$ cat config.mk
export PLATFORM = sky130hd
export DESIGN_NAME = ground_window_safe_detector
export DESIGN_NICKNAME = d
export VERILOG_FILES = /design/src/rtl/core/gwsd_pkg.sv /design/src/rtl/core/gwsd_ring_mod.sv /design/src/rtl/core/gwsd_height_mem.sv /design/src/rtl/core/gwsd_window_eval.sv /design/src/rtl/core/ground_window_safe_detector.sv
export SDC_FILE = /design/constraint.sdc
export NUM_CORES = 1
export LEC_CHECK = 0
export BUFFER_PORTS_ARGS = -buffer_cell sky130_fd_sc_hd__buf_2
export CAP_MARGIN = 10
export CORE_MARGIN = 1.5
export CORE_UTILIZATION = 58
export DETAILED_ROUTE_END_ITERATION = 12
export MAX_ROUTING_LAYER = met4
export PLACE_DENSITY = 0.87
export SLEW_MARGIN = 20
export SYNTH_ARGS = -nofsm -noshare
export SYNTH_HDL_FRONTEND = slang
export SYNTH_SLANG_ARGS = --single-unit
$ cat constraint.sdc
create_clock -name clk -period 5 [get_ports clk]
set_input_delay 0.25 -clock clk [delete_from_list [all_inputs] [get_ports clk]]
set_output_delay 0.25 -clock clk [all_outputs]
set_load 0.02 [all_outputs]
$ cat src/rtl/core/gwsd_pkg.sv
// Shared constants, types and state codes of the ground window safe detector.
package gwsd_pkg;

	localparam int MAP_CELLS  = 25;
	localparam int SEAT_CELLS = 9;

	localparam int POS_W    = 16;
	localparam int HEIGHT_W = 12;
	localparam int SUM_W    = HEIGHT_W + 1;
	localparam int IDX_W    = $clog2(MAP_CELLS);

	// A biased position is never negative and stays below two to the BIAS_W.
	localparam int BIAS_W      = 17;
	localparam int LOW_MARGIN  = 32768 + MAP_CELLS / 2 + SEAT_CELLS / 2;
	localparam int BIAS_OFFSET = MAP_CELLS * ((LOW_MARGIN + MAP_CELLS - 1) / MAP_CELLS);

	// The quotient is an exact floor for every biased position with this shift.
	localparam int CELLS_LOG = $clog2(MAP_CELLS);
	localparam int RECIP_SH  = BIAS_W + CELLS_LOG;
	localparam int RECIP_W   = BIAS_W + 1;
	localparam int QUO_W     = BIAS_W - CELLS_LOG + 1;
	localparam logic [RECIP_W-1:0] RECIP =
		RECIP_W'((2 ** RECIP_SH + MAP_CELLS - 1) / MAP_CELLS);

	localparam int SCAN_W = (SEAT_CELLS > 1) ? $clog2(SEAT_CELLS) : 1;

	localparam int CFG_IDX_W = 2;
	localparam logic [CFG_IDX_W-1:0] REG_MIN_HEIGHT = 2'd0;
	localparam logic [CFG_IDX_W-1:0] REG_MAX_HEIGHT = 2'd1;
	localparam logic [CFG_IDX_W-1:0] REG_NOISE      = 2'd2;

	localparam logic [HEIGHT_W-1:0] MIN_HEIGHT_RESET = 12'd144;
	localparam logic [HEIGHT_W-1:0] MAX_HEIGHT_RESET = 12'd368;
	localparam logic [HEIGHT_W-1:0] NOISE_RESET      = 12'd48;

	typedef enum logic [2:0] {
		ST_IDLE,
		ST_MOD,
		ST_STORE,
		ST_SCAN,
		ST_DRAIN,
		ST_EVAL
	} state_t;

	typedef struct packed {
		logic                en;
		logic [IDX_W-1:0]    idx;
		logic [HEIGHT_W-1:0] data;
	} mem_wr_t;

	typedef struct packed {
		logic en;
		logic first;
	} scan_ctl_t;

endpackage

$ cat src/rtl/core/gwsd_ring_mod.sv
// Reciprocal multiply unit that reduces a biased position modulo the map size.
module gwsd_ring_mod (
	input  logic                              clk,
	input  logic                              load,
	input  logic                              step,
	input  logic [gwsd_pkg::BIAS_W-1:0]       value,
	output logic [gwsd_pkg::IDX_W-1:0]        idx
);

	logic [gwsd_pkg::BIAS_W-1:0]                   val_q;
	logic [gwsd_pkg::QUO_W-1:0]                    quo_q;
	logic [gwsd_pkg::BIAS_W+gwsd_pkg::RECIP_W-1:0] product;
	logic [gwsd_pkg::QUO_W-1:0]                    quo_cells;

	always_comb begin
		product   = val_q * gwsd_pkg::RECIP;
		quo_cells = quo_q * gwsd_pkg::QUO_W'(gwsd_pkg::MAP_CELLS);
	end

	always_ff @(posedge clk) begin
		if (load) begin
			val_q <= value;
		end
		if (step) begin
			quo_q <= product[gwsd_pkg::RECIP_SH +: gwsd_pkg::QUO_W];
		end
	end

	// The remainder is below the map size, so its low bits alone are exact.
	assign idx = val_q[gwsd_pkg::IDX_W-1:0] - quo_cells[gwsd_pkg::IDX_W-1:0];

endmodule

$ cat src/rtl/core/gwsd_height_mem.sv
// Height map memory with one write port, one registered read port and reset valid bits.
module gwsd_height_mem (
	input  logic                               clk,
	input  logic                               arst_n,
	input  gwsd_pkg::mem_wr_t                  wr,
	input  logic                               rd_en,
	input  logic [gwsd_pkg::IDX_W-1:0]         rd_idx,
	output logic [gwsd_pkg::HEIGHT_W-1:0]      rd_data
);

	logic [gwsd_pkg::HEIGHT_W-1:0] mem [gwsd_pkg::MAP_CELLS];
	logic [gwsd_pkg::MAP_CELLS-1:0] valid_q;
	logic [gwsd_pkg::HEIGHT_W-1:0] rd_data_s1;
	logic                          rd_valid_s1;

	always_ff @(posedge clk) begin
		if (wr.en) begin
			mem[wr.idx] <= wr.data;
		end
		if (rd_en) begin
			rd_data_s1 <= mem[rd_idx];
		end
	end

	always_ff @(posedge clk or negedge arst_n) begin
		if (!arst_n) begin
			valid_q     <= '0;
			rd_valid_s1 <= 1'b0;
		end else begin
			if (wr.en) begin
				valid_q[wr.idx] <= 1'b1;
			end
			if (rd_en) begin
				rd_valid_s1 <= valid_q[rd_idx];
			end
		end
	end

	assign rd_data = rd_valid_s1 ? rd_data_s1 : '0;

endmodule

$ cat src/rtl/core/gwsd_window_eval.sv
// Running minimum and maximum over the seat window and the safe zone decision.
module gwsd_window_eval (
	input  logic                               clk,
	input  gwsd_pkg::scan_ctl_t                scan,
	input  logic [gwsd_pkg::HEIGHT_W-1:0]      height,
	input  logic [gwsd_pkg::HEIGHT_W-1:0]      min_height_limit,
	input  logic [gwsd_pkg::HEIGHT_W-1:0]      max_height_limit,
	input  logic [gwsd_pkg::HEIGHT_W-1:0]      surface_noise_limit,
	output logic                               safe_now
);

	logic [gwsd_pkg::HEIGHT_W-1:0] lo_q;
	logic [gwsd_pkg::HEIGHT_W-1:0] hi_q;
	logic [gwsd_pkg::HEIGHT_W-1:0] spread;
	logic [gwsd_pkg::SUM_W-1:0]    sum;

	always_ff @(posedge clk) begin
		if (scan.en) begin
			if (scan.first || height < lo_q) begin
				lo_q <= height;
			end
			if (scan.first || height > hi_q) begin
				hi_q <= height;
			end
		end
	end

	always_comb begin
		spread   = hi_q - lo_q;
		sum      = {1'b0, hi_q} + {1'b0, lo_q};
		safe_now = (spread < surface_noise_limit) &&
			(sum < {max_height_limit, 1'b0}) &&
			(sum > {min_height_limit, 1'b0});
	end

endmodule

$ cat src/rtl/core/ground_window_safe_detector.sv
// Top level of the ground window safe detector: sequencer, registers and handshakes.
// A still request goes straight to evaluation; a moving one passes through the steps below first.
// No new request is taken until the last one is evaluated; a stalled output holds the evaluation back.
// A moving request takes the remainder step, the map write and 9 window reads on one memory port.
// Reset clears the map valid bits, position and flag and loads the default limits at once; no clearing pass.
module ground_window_safe_detector (
	input  logic                                  clk,
	input  logic                                  arst_n,
	input  logic                                  in_valid,
	output logic                                  in_stall,
	input  logic signed [gwsd_pkg::POS_W-1:0]     position,
	input  logic [gwsd_pkg::HEIGHT_W-1:0]         right_distance,
	input  logic [gwsd_pkg::HEIGHT_W-1:0]         left_distance,
	output logic                                  out_valid,
	input  logic                                  out_stall,
	output logic                                  safe,
	output logic                                  safe_changed,
	output logic                                  stop_request,
	input  logic                                  cfg_valid,
	output logic                                  cfg_ready,
	input  logic [gwsd_pkg::CFG_IDX_W-1:0]        cfg_index,
	input  logic [gwsd_pkg::HEIGHT_W-1:0]         cfg_data
);

	gwsd_pkg::state_t state_q, state_next;

	logic signed [gwsd_pkg::POS_W-1:0] prev_q;
	logic [gwsd_pkg::HEIGHT_W-1:0]     dist_q;
	logic                              moved_q;
	logic                              safe_q;
	logic [gwsd_pkg::SCAN_W-1:0]       k_q;
	logic [gwsd_pkg::IDX_W-1:0]        rd_ptr_q;
	gwsd_pkg::scan_ctl_t               scan_s1;

	logic [gwsd_pkg::HEIGHT_W-1:0] min_limit_q;
	logic [gwsd_pkg::HEIGHT_W-1:0] max_limit_q;
	logic [gwsd_pkg::HEIGHT_W-1:0] noise_limit_q;

	logic out_valid_q, safe_out_q, changed_out_q, stop_out_q;

	logic in_accept, moving, go_right;
	logic mod_step, rd_en, eval_fire, ready;
	logic [gwsd_pkg::BIAS_W-1:0] pos_ext, prev_ext, store_val, win_val;
	logic [gwsd_pkg::IDX_W-1:0]  store_idx, win_idx;
	logic [gwsd_pkg::HEIGHT_W-1:0] rd_data;
	gwsd_pkg::mem_wr_t mem_wr;
	logic safe_now, safe_next;

	assign in_accept = in_valid && !in_stall;
	assign moving    = (position != prev_q);
	assign go_right  = (position > prev_q);

	always_comb begin
		pos_ext   = {{(gwsd_pkg::BIAS_W - gwsd_pkg::POS_W){position[gwsd_pkg::POS_W-1]}},
			position};
		prev_ext  = {{(gwsd_pkg::BIAS_W - gwsd_pkg::POS_W){prev_q[gwsd_pkg::POS_W-1]}},
			prev_q};
		store_val = go_right
			? pos_ext + gwsd_pkg::BIAS_W'(gwsd_pkg::BIAS_OFFSET + gwsd_pkg::MAP_CELLS / 2)
			: pos_ext + gwsd_pkg::BIAS_W'(gwsd_pkg::BIAS_OFFSET - gwsd_pkg::MAP_CELLS / 2);
		win_val   = prev_ext +
			gwsd_pkg::BIAS_W'(gwsd_pkg::BIAS_OFFSET - gwsd_pkg::SEAT_CELLS / 2);
	end

	gwsd_ring_mod u_store_mod (
		.clk   (clk),
		.load  (in_accept),
		.step  (mod_step),
		.value (store_val),
		.idx   (store_idx)
	);

	gwsd_ring_mod u_win_mod (
		.clk   (clk),
		.load  (in_accept),
		.step  (mod_step),
		.value (win_val),
		.idx   (win_idx)
	);

	always_comb begin
		state_next = state_q;
		unique case (state_q)
			gwsd_pkg::ST_IDLE: begin
				if (in_accept) begin
					state_next = moving ? gwsd_pkg::ST_MOD : gwsd_pkg::ST_EVAL;
				end
			end
			gwsd_pkg::ST_MOD: state_next = gwsd_pkg::ST_STORE;
			gwsd_pkg::ST_STORE: state_next = gwsd_pkg::ST_SCAN;
			gwsd_pkg::ST_SCAN: begin
				if (k_q == gwsd_pkg::SCAN_W'(gwsd_pkg::SEAT_CELLS - 1)) begin
					state_next = gwsd_pkg::ST_DRAIN;
				end
			end
			gwsd_pkg::ST_DRAIN: state_next = gwsd_pkg::ST_EVAL;
			gwsd_pkg::ST_EVAL: begin
				if (ready) begin
					state_next = gwsd_pkg::ST_IDLE;
				end
			end
			default: state_next = gwsd_pkg::ST_IDLE;
		endcase
	end

	always_comb begin
		in_stall  = (state_q != gwsd_pkg::ST_IDLE);
		mod_step  = (state_q == gwsd_pkg::ST_MOD);
		rd_en     = (state_q == gwsd_pkg::ST_SCAN);
		ready     = !out_valid_q || !out_stall;
		eval_fire = (state_q == gwsd_pkg::ST_EVAL) && ready;
		mem_wr.en   = (state_q == gwsd_pkg::ST_STORE);
		mem_wr.idx  = store_idx;
		mem_wr.data = dist_q;
	end

	gwsd_height_mem u_mem (
		.clk     (clk),
		.arst_n  (arst_n),
		.wr      (mem_wr),
		.rd_en   (rd_en),
		.rd_idx  (rd_ptr_q),
		.rd_data (rd_data)
	);

	gwsd_window_eval u_eval (
		.clk                 (clk),
		.scan                (scan_s1),
		.height              (rd_data),
		.min_height_limit    (min_limit_q),
		.max_height_limit    (max_limit_q),
		.surface_noise_limit (noise_limit_q),
		.safe_now            (safe_now)
	);

	assign safe_next = moved_q ? safe_now : safe_q;

	always_ff @(posedge clk or negedge arst_n) begin
		if (!arst_n) begin
			state_q       <= gwsd_pkg::ST_IDLE;
			prev_q        <= '0;
			safe_q        <= 1'b0;
			moved_q       <= 1'b0;
			k_q           <= '0;
			scan_s1       <= '0;
			out_valid_q   <= 1'b0;
			min_limit_q   <= gwsd_pkg::MIN_HEIGHT_RESET;
			max_limit_q   <= gwsd_pkg::MAX_HEIGHT_RESET;
			noise_limit_q <= gwsd_pkg::NOISE_RESET;
		end else begin
			state_q <= state_next;
			scan_s1.en    <= rd_en;
			scan_s1.first <= rd_en && (k_q == '0);
			if (in_accept) begin
				prev_q  <= position;
				moved_q <= moving;
			end
			if (mem_wr.en) begin
				k_q <= '0;
			end else if (rd_en) begin
				k_q <= k_q + 1'b1;
			end
			if (eval_fire) begin
				safe_q      <= safe_next;
				out_valid_q <= 1'b1;
			end else if (!out_stall) begin
				out_valid_q <= 1'b0;
			end
			if (cfg_valid) begin
				unique case (cfg_index)
					gwsd_pkg::REG_MIN_HEIGHT: min_limit_q   <= cfg_data;
					gwsd_pkg::REG_MAX_HEIGHT: max_limit_q   <= cfg_data;
					gwsd_pkg::REG_NOISE:      noise_limit_q <= cfg_data;
					default: ;
				endcase
			end
		end
	end

	always_ff @(posedge clk) begin
		if (in_accept) begin
			dist_q <= go_right ? right_distance : left_distance;
		end
		if (mem_wr.en) begin
			rd_ptr_q <= win_idx;
		end else if (rd_en) begin
			rd_ptr_q <= (rd_ptr_q == gwsd_pkg::IDX_W'(gwsd_pkg::MAP_CELLS - 1))
				? '0 : rd_ptr_q + 1'b1;
		end
		if (eval_fire) begin
			safe_out_q    <= safe_next;
			changed_out_q <= (safe_next != safe_q);
			stop_out_q    <= (safe_next != safe_q) && safe_next;
		end
	end

	assign cfg_ready    = 1'b1;
	assign out_valid    = out_valid_q;
	assign safe         = safe_out_q;
	assign safe_changed = changed_out_q;
	assign stop_request = stop_out_q;

endmodule

==> run metrics, run 1 <==
clk buf depth=3; routed len/inst=22.5 um; slowest stage cell, crit path=fa_1; warnings from Yosys=0; Layout Skew=14.5 ps; via count=20621; Hold WS=18.7 ps; Area Overhead vs Synth=15.3%; initial core utilization=58.9%; sequential element share of the synthesized area=44.9%; Synth async-reset ratio=between 10% and 20%; synth unique cells=70; unrepaired setup endpoints after global routing=yes; vias per inst=5.96; hold violation total from the final report=0; number of global-route vias before repair=22435; total power=22.2 mW; worst slack at placement=-458 ps; Worst setup SP type=register; minimum clock period after layout=5350 ps; Mapped Nets=3041; Critical Path Fanout Max=3; worst setup margin=-346 ps; Final Slew Violations=0; multi-input logic area=approximately 16000 um2; worst slew pin tran=1080 ps; failing checks=setup timing; slowest cell delay on critical path=550 ps; Tot GR Track Use=29.2%; register area=14300 um2; DIE AREA=56300 um2; PwrDens=604 nW/um2; I/O Buffers=63; Die W=237 um; setup violators final=10; Slew HR=27.6%; hold crit path type=input port to register; first drt pass iteration count=8; violation count after the first detailed-routing iteration=1766; initial antenna violation count=1; final worst-path cycle share=107%; clk sink count=490; worst skew pair latency=620 ps; flops & latches, synth=490; peak supply drop=0.374 mV; CP Cell Sequence=buf_4 -> ha_1 -> inv_1 -> fa_1 -> inv_1 -> fa_1 -> inv_1 -> fa_1 -> fa_1 -> inv_1 -> ha_1 -> ha_1 -> a21o_1 -> a21o_1 -> a311oi_2 -> nand4b_1 -> a31o_2 -> xnor2_1; first-pass GRT wire length=about 120 mm; CTS HTree Levels=2; crit path DAT=between 5000 and 6000 ps; core area=54000 um2; Remaining DRCs=0; Post-synth EDFFs=400; row count=85; I/O Pins=65; Mapped Area=31800 um2; drt total wl=77.9 mm; largest net degree at the start of global routing=83; gr ovfl total=0; status=finished, violations left; CP required=between 5000 and 6000 ps; post-route cell area=~37000 um2; DIE HEIGHT=237 um; CP Capture Type=register; Placer Congestion=0.962; Fmax=about 0.19 GHz; DP Wirelength=53.4 mm; Top FF cell, synth=edfxtp_1; Mapped Cells=2437; ANT nets after route=0; Clock transition at path regs=70 ps; DP Area=34000 um2; fraction of layout instances using a drive strength above 1=20.0%; Final #Nets=3325; CTS tree=built; Setup CP Type=register to register; Layout fillers=3471; LEAKAGE=approximately 16 nW; CTS root buffer=clkbuf_16; CTS buffer count=49; maximum capacitance violations=0; Mapped Avg Cell Area=13.1 um2
## placed cells by master (no fill, tap or decap), types with 58 or more instances in the layout
master    count
dfrtp_1      82
mux4_2       79
ha_1        314
inv_1       472
fa_1        203
buf_2        62
buf_4       171
o21ai_0      62
nor2_1       58
nand2_1     106
xnor2_1      75
edfxtp_1    400
## final cells by class
cell class,instances,area share (%)
well taps,696,2.37
repair buffers,293,6.05
clock buffers,70,3.87
multi-input cells,1396,43.2
clock inverters,21,0.553
flip-flops and latches,490,38.9
diodes,1,0.00682
inverters,491,5.03
## flip-flops by register name, indices dropped and copies added (netlist names), 2 cells and up
register	cells
dist_q	12
k_q	4
max_limit_q	12
min_limit_q	12
noise_limit_q	12
prev_q	16
rd_ptr_q	5
scan_s1	2
state_q	3
u_eval.hi_q	12
u_eval.lo_q	12
u_mem.mem	300
u_mem.rd_data_s1	12
u_mem.valid_q	25
u_store_mod.quo_q	5
u_store_mod.val_q	17
u_win_mod.quo_q	5
u_win_mod.val_q	17
## worst max-delay path: cells and delay by family (launching register included)
family / cells / cell delay (ps)
xor+xnor: 1 / 120
fa+ha+maj: 7 / 3020
buf+inv: 5 / 420
compound gates: 4 / 910
simple gates: 1 / 180
flops: 1 / 430
## path summary, 6_finish.rpt
path | startpoint | endpoint | slack [ps] | cells after the start
min in group asynchronous | arst_n | out_valid | 50 | 2
min reg2reg | prev_q[1] | u_win_mod.val_q[1] | 470 | 0
max | u_win_mod.val_q[13] | u_win_mod.quo_q[4] | -350 | 18
max in group asynchronous | arst_n | u_mem.valid_q[9] | 3670 | 3
max reg2reg | u_win_mod.val_q[13] | u_win_mod.quo_q[4] | -350 | 18
min | right_distance[1] | dist_q[1] | 20 | 3
## layer usage
metal | up-vias | wire (um) | global-route usage (%)
met5 | - | 0 | -
met4 | 0 | 3490 | 12.6
met3 | 274 | 4980 | 4.19
met2 | 991 | 39900 | 50.3
met1 | 10351 | 29600 | 34.5
li1 | 9005 | - | -
## cells in the mapped netlist (8+ instances only)
| cell type | number | area share, % |
|---|---|---|
| inv_1 | 490 | 5.8 |
| edfxtp_1 | 400 | 38 |
| ha_1 | 331 | 13 |
| fa_1 | 214 | 13 |
| nand2_1 | 108 | 1.3 |
| dfrtp_1 | 82 | 6.4 |
| mux4_2 | 79 | 5.6 |
| xnor2_1 | 75 | 2.1 |
| o21ai_0 | 70 | 1.1 |
| nor2_1 | 60 | 0.71 |
| nand3_1 | 48 | 0.75 |
| mux2_2 | 47 | 1.7 |
| clkbuf_1 | 43 | 0.51 |
| a21oi_1 | 42 | 0.66 |
| a21o_1 | 30 | 0.71 |
| o211ai_1 | 21 | 0.50 |
| nor3_1 | 20 | 0.31 |
| o21bai_1 | 20 | 0.47 |
| and3_1 | 17 | 0.33 |
| nand4_1 | 15 | 0.29 |
| nor2b_1 | 15 | 0.29 |
| xor2_1 | 15 | 0.41 |
| and2_1 | 13 | 0.26 |
| a32oi_1 | 12 | 0.33 |
| mux4_1 | 11 | 0.91 |
| o21a_1 | 11 | 0.26 |
| or2_2 | 11 | 0.22 |
| nand2b_1 | 10 | 0.20 |
| mux2i_1 | 9 | 0.28 |
| a211oi_1 | 8 | 0.19 |
| dfstp_2 | 8 | 0.66 |
## timing repair
| item | CTS | global route |
|---|---|---|
| setup buffers | 11 | 17 |
| pin swaps | 26 | 41 |
| hold buffers | 51 | 0 |
| endpoints found under the hold margin | 82 | 0 |
| gates resized for setup | 19 | 59 |
| gates cloned | 0 | 0 |
| setup endpoints to repair | 10 | 10 |
## stage by stage
stage	setup TNS [ps]	util (%)	std cells
floorplan	-607	-	2437
global placement	-1930	62.9	3286
detailed placement	-3260	62.9	3287
CTS	-2130	67.1	3440
global route	-4000	67.9	3458
finish	-2600	67.9	3458
## report_power, final
group          switching (mW)  total (mW)  internal [mW]  leakage (nW)
clock                    1.65        3.71           2.06         0.795
combinational            6.98        12.6           5.64          10.4
sequential              0.462        5.83           5.37          4.75
## logic make-up after synthesis
logic type                 Yosys count  share of synthesized area (%)
AOI/OAI and AO/OA                  263                           5.52
and+or+nand+nor                    350                           5.45
xor gates and xnor gates            91                           2.55
muxes                              146                           8.45
other                                1                         0.0118
DFF                                490                           44.9
adders and majority gates          545                           26.5
buffers and inverters              551                           6.69
(Power assumes the default switching activity.)
==> run 2: changes to the inputs <==
==> constraint.sdc (replaced) <==
create_clock -name clk -period 5 [get_ports clk]
set_input_delay 1 -clock clk [delete_from_list [all_inputs] [get_ports clk]]
set_output_delay 1 -clock clk [all_outputs]
set_load 0.02 [all_outputs]
==> run metrics, run 2 (synthesis gave the netlist of run 1 again) <==
setup violators final=10 (unchanged); worst slack at placement=-395 ps (+62.8 ps); I/O Buffers=63 (unchanged); Layout fillers=3598 (+3.7%); slowest stage cell, crit path=fa_2; r2r startpoint=u_win_mod.val_q[4]; clock network power share=17.3% (+0.6 points); clk sink count=490 (unchanged); worst slew pin tran=1120 ps (+41.1 ps); final core utilization=67.3% (-0.59 points); # hold bufs at CTS=0 (-100%); CTS tree=built; Comb pwr share=56.6% (-0.3 points); final worst-path cycle share=108% (+1.5 points); CTS buffer count=49 (unchanged); commonest non-fill, non-tap cell in the layout=inv_1; terminus of the critical flop-to-flop path=u_win_mod.quo_q[4]; fraction of layout instances using a drive strength above 1=20.8% (+0.80 points); Setup CP Type=register to register; minimum clock period after layout=5420 ps (+73.8 ps); initial antenna violation count=1 (unchanged); violation count after the first detailed-routing iteration=1626 (-7.9%); Top Registers=u_mem.mem x300, u_mem.valid_q x25; Clock transition at path regs=60 ps (about the same); Slew HR=24.8% (-2.8 points); first drt pass iteration count=5 (-3); initial core utilization=58.9% (unchanged); largest net degree at the start of global routing=53 (-36%); number of global-route vias before repair=21659 (-3.5%); path depth of the worst reg2reg path=19 (+1); vias per inst=5.87 (-1.6%); CP Launch Point=u_win_mod.val_q[4]; crit path to=u_win_mod.quo_q[4]; core area=54000 um2 (unchanged); DIE HEIGHT=237 um (unchanged); most frequent cells in the layout=inv_1, edfxtp_1, ha_1, fa_1, buf_4; crit path DAT=5760 ps (+60 ps); DIE AREA=56300 um2 (unchanged); via count=20069 (-2.7%); routed len/inst=22.2 um (-1.6%); Final Slew Violations=0 (unchanged); worst skew pair latency=610 ps (about the same); CP required=5340 ps (-20 ps); PwrDens=615 nW/um2 (+1.8%); peak supply drop=0.412 mV (+10%); first-pass GRT wire length=117 mm (-4.1%); failing checks=setup timing; Final #Nets=3288 (-1.1%); I/O Pins=65 (unchanged); worst setup margin=-419 ps (-73.8 ps); Die W=237 um (unchanged); CTS HTree Levels=2 (unchanged); Layout Skew=27.3 ps (+12.8 ps); Remaining DRCs=0 (unchanged); DP Wirelength=53.6 mm (+0.35%); row count=85 (unchanged); Tot GR Track Use=28.0% (-1.2 points); total power=22.4 mW (+0.94%); hold crit path type=input port to asynchronous set/reset pin; CP Capture Type=register; CTS root buffer=clkbuf_16; LEAKAGE=15.8 nW (-0.55%); status=finished, violations left; ANT nets after route=0 (unchanged); Worst setup SP type=register; multi-input logic area=15800 um2 (about the same); hold violation total from the final report=0 (unchanged); Fmax=0.185 GHz (-1.4%); Crit path top cell by count=fa_1; Critical Path Fanout Max=2 (-1); gr ovfl total=0 (unchanged); Area Overhead vs Synth=14.3%; unrepaired setup endpoints after global routing=yes; Placer Congestion=0.967 (+0.49%); CP Cell Sequence=fa_2 -> inv_2 -> fa_1 -> inv_1 -> fa_1 -> inv_2 -> fa_1 -> inv_2 -> fa_1 -> inv_1 -> fa_1 -> inv_2 -> ha_4 -> a211oi_2 -> o21ai_2 -> o211ai_1 -> nand4b_1 -> a31o_2 -> xnor2_1; register area=14300 um2 (unchanged); reg2reg setup slack=-420 ps (-70 ps); maximum capacitance violations=0 (unchanged); number of flip-flops in the largest register=300 (unchanged); Reg with most FFs=u_mem.mem; slowest cell delay on critical path=660 ps (+110 ps); Cell Int Power=13.3 mW (+2.0%); clk buf depth=3 (unchanged); drt total wl=75.8 mm (-2.7%); part of the power in registers=26.1% (-0.2 points); switching share of total power=40.4% (-0.63 points); Total Neg Setup Slack=-2750 ps (-147 ps); Switching Power=9.04 mW (-0.61%)
[run 2: changes by cell type in the layout (fill, tap and decap cells not counted), moves of 2 or more]
| cell | before | now |
|---|---|---|
| clkbuf_1 | 13 | 10 |
| clkinv_2 | 7 | 10 |
| ha_1 | 314 | 316 |
| buf_8 | 1 | 3 |
| buf_6 | 7 | 12 |
| dlygate4sd3_1 | 51 | 0 |
| clkbuf_16 | 52 | 50 |
| buf_4 | 171 | 177 |
| o21ai_1 | 3 | 1 |
| clkbuf_8 | 5 | 0 |
| bufinv_16 | 1 | 8 |
[run 2: power by group through the flow]
| stage | logic [mW] | registers, mW | clock network (mW) |
|---|---|---|---|
| 6_report | 12.7 | 5.83 | 3.88 |
| 5_1_grt | 14.0 | 5.89 | 4.07 |
| 4_1_cts | 12.0 | 5.89 | 3.93 |
| 3_5_place_dp | 11.4 | 5.94 | 0 |
| 3_3_place_gp | 10.8 | 5.88 | 0 |
| 2_1_floorplan | 8.45 | 5.69 | 0 |
[run 2: worst min-delay path by stage]
stage / startpoint / to / slack (ps) / cells past startpoint
3_3_place_gp: u_mem.valid_q[19] / u_mem.valid_q[19] / 440 / 1
3_5_place_dp: u_mem.valid_q[18] / u_mem.valid_q[18] / 460 / 1
4_1_cts: arst_n / noise_limit_q[9] / 400 / 1
5_1_grt: arst_n / noise_limit_q[9] / 430 / 1
2_1_floorplan: prev_q[1] / u_win_mod.val_q[1] / 420 / 0
6_report: arst_n / max_limit_q[0] / 400 / 1
[run 2: worst max-delay path: cells and delay by family, from the launching register on]
family / cells / cell delay [ps]
xor+xnor: 1 / 120
compound gates: 4 / 770
buf+inv: 6 / 300
fa+ha+maj: 7 / 3330
simple gates: 1 / 200
flops: 1 / 440
[run 2: cell type report]
type	count	share of cell area, %
Inverter	491	5.07
Antenna cell	1	0.00688
Multi-Input combinational cell	1396	43.5
Clock buffer	60	3.54
Tap cell	696	2.40
Clock inverter	29	1.06
Timing Repair Buffer	256	5.11
Sequential cell	490	39.3
[run 2: per-stage QoR]
step	instance area [um2]	std cells	hold slack [ps]
CTS	36100	3406	400
finish	36400	3419	398
detailed placement	34000	3295	460
floorplan	31900	2437	425
global placement	34000	3295	442
global route	36400	3419	429
[run 2: timing repair]
item,4_1_cts,5_1_grt
pin swaps,39,40
gates resized for setup,43,38
buffers inserted,22,9
setup endpoints to repair,10,10
hold endpoints to repair,0,0
[run 2: per-layer routing]
layer | part of all wire (%) | track usage, % | vias to the layer above
met4 | 3.5 | 8.96 | 0
met5 | 0 | - | -
met1 | 38 | 33.3 | 10188
li1 | - | - | 8949
met2 | 52 | 48.8 | 753
met3 | 6.1 | 4.69 | 179
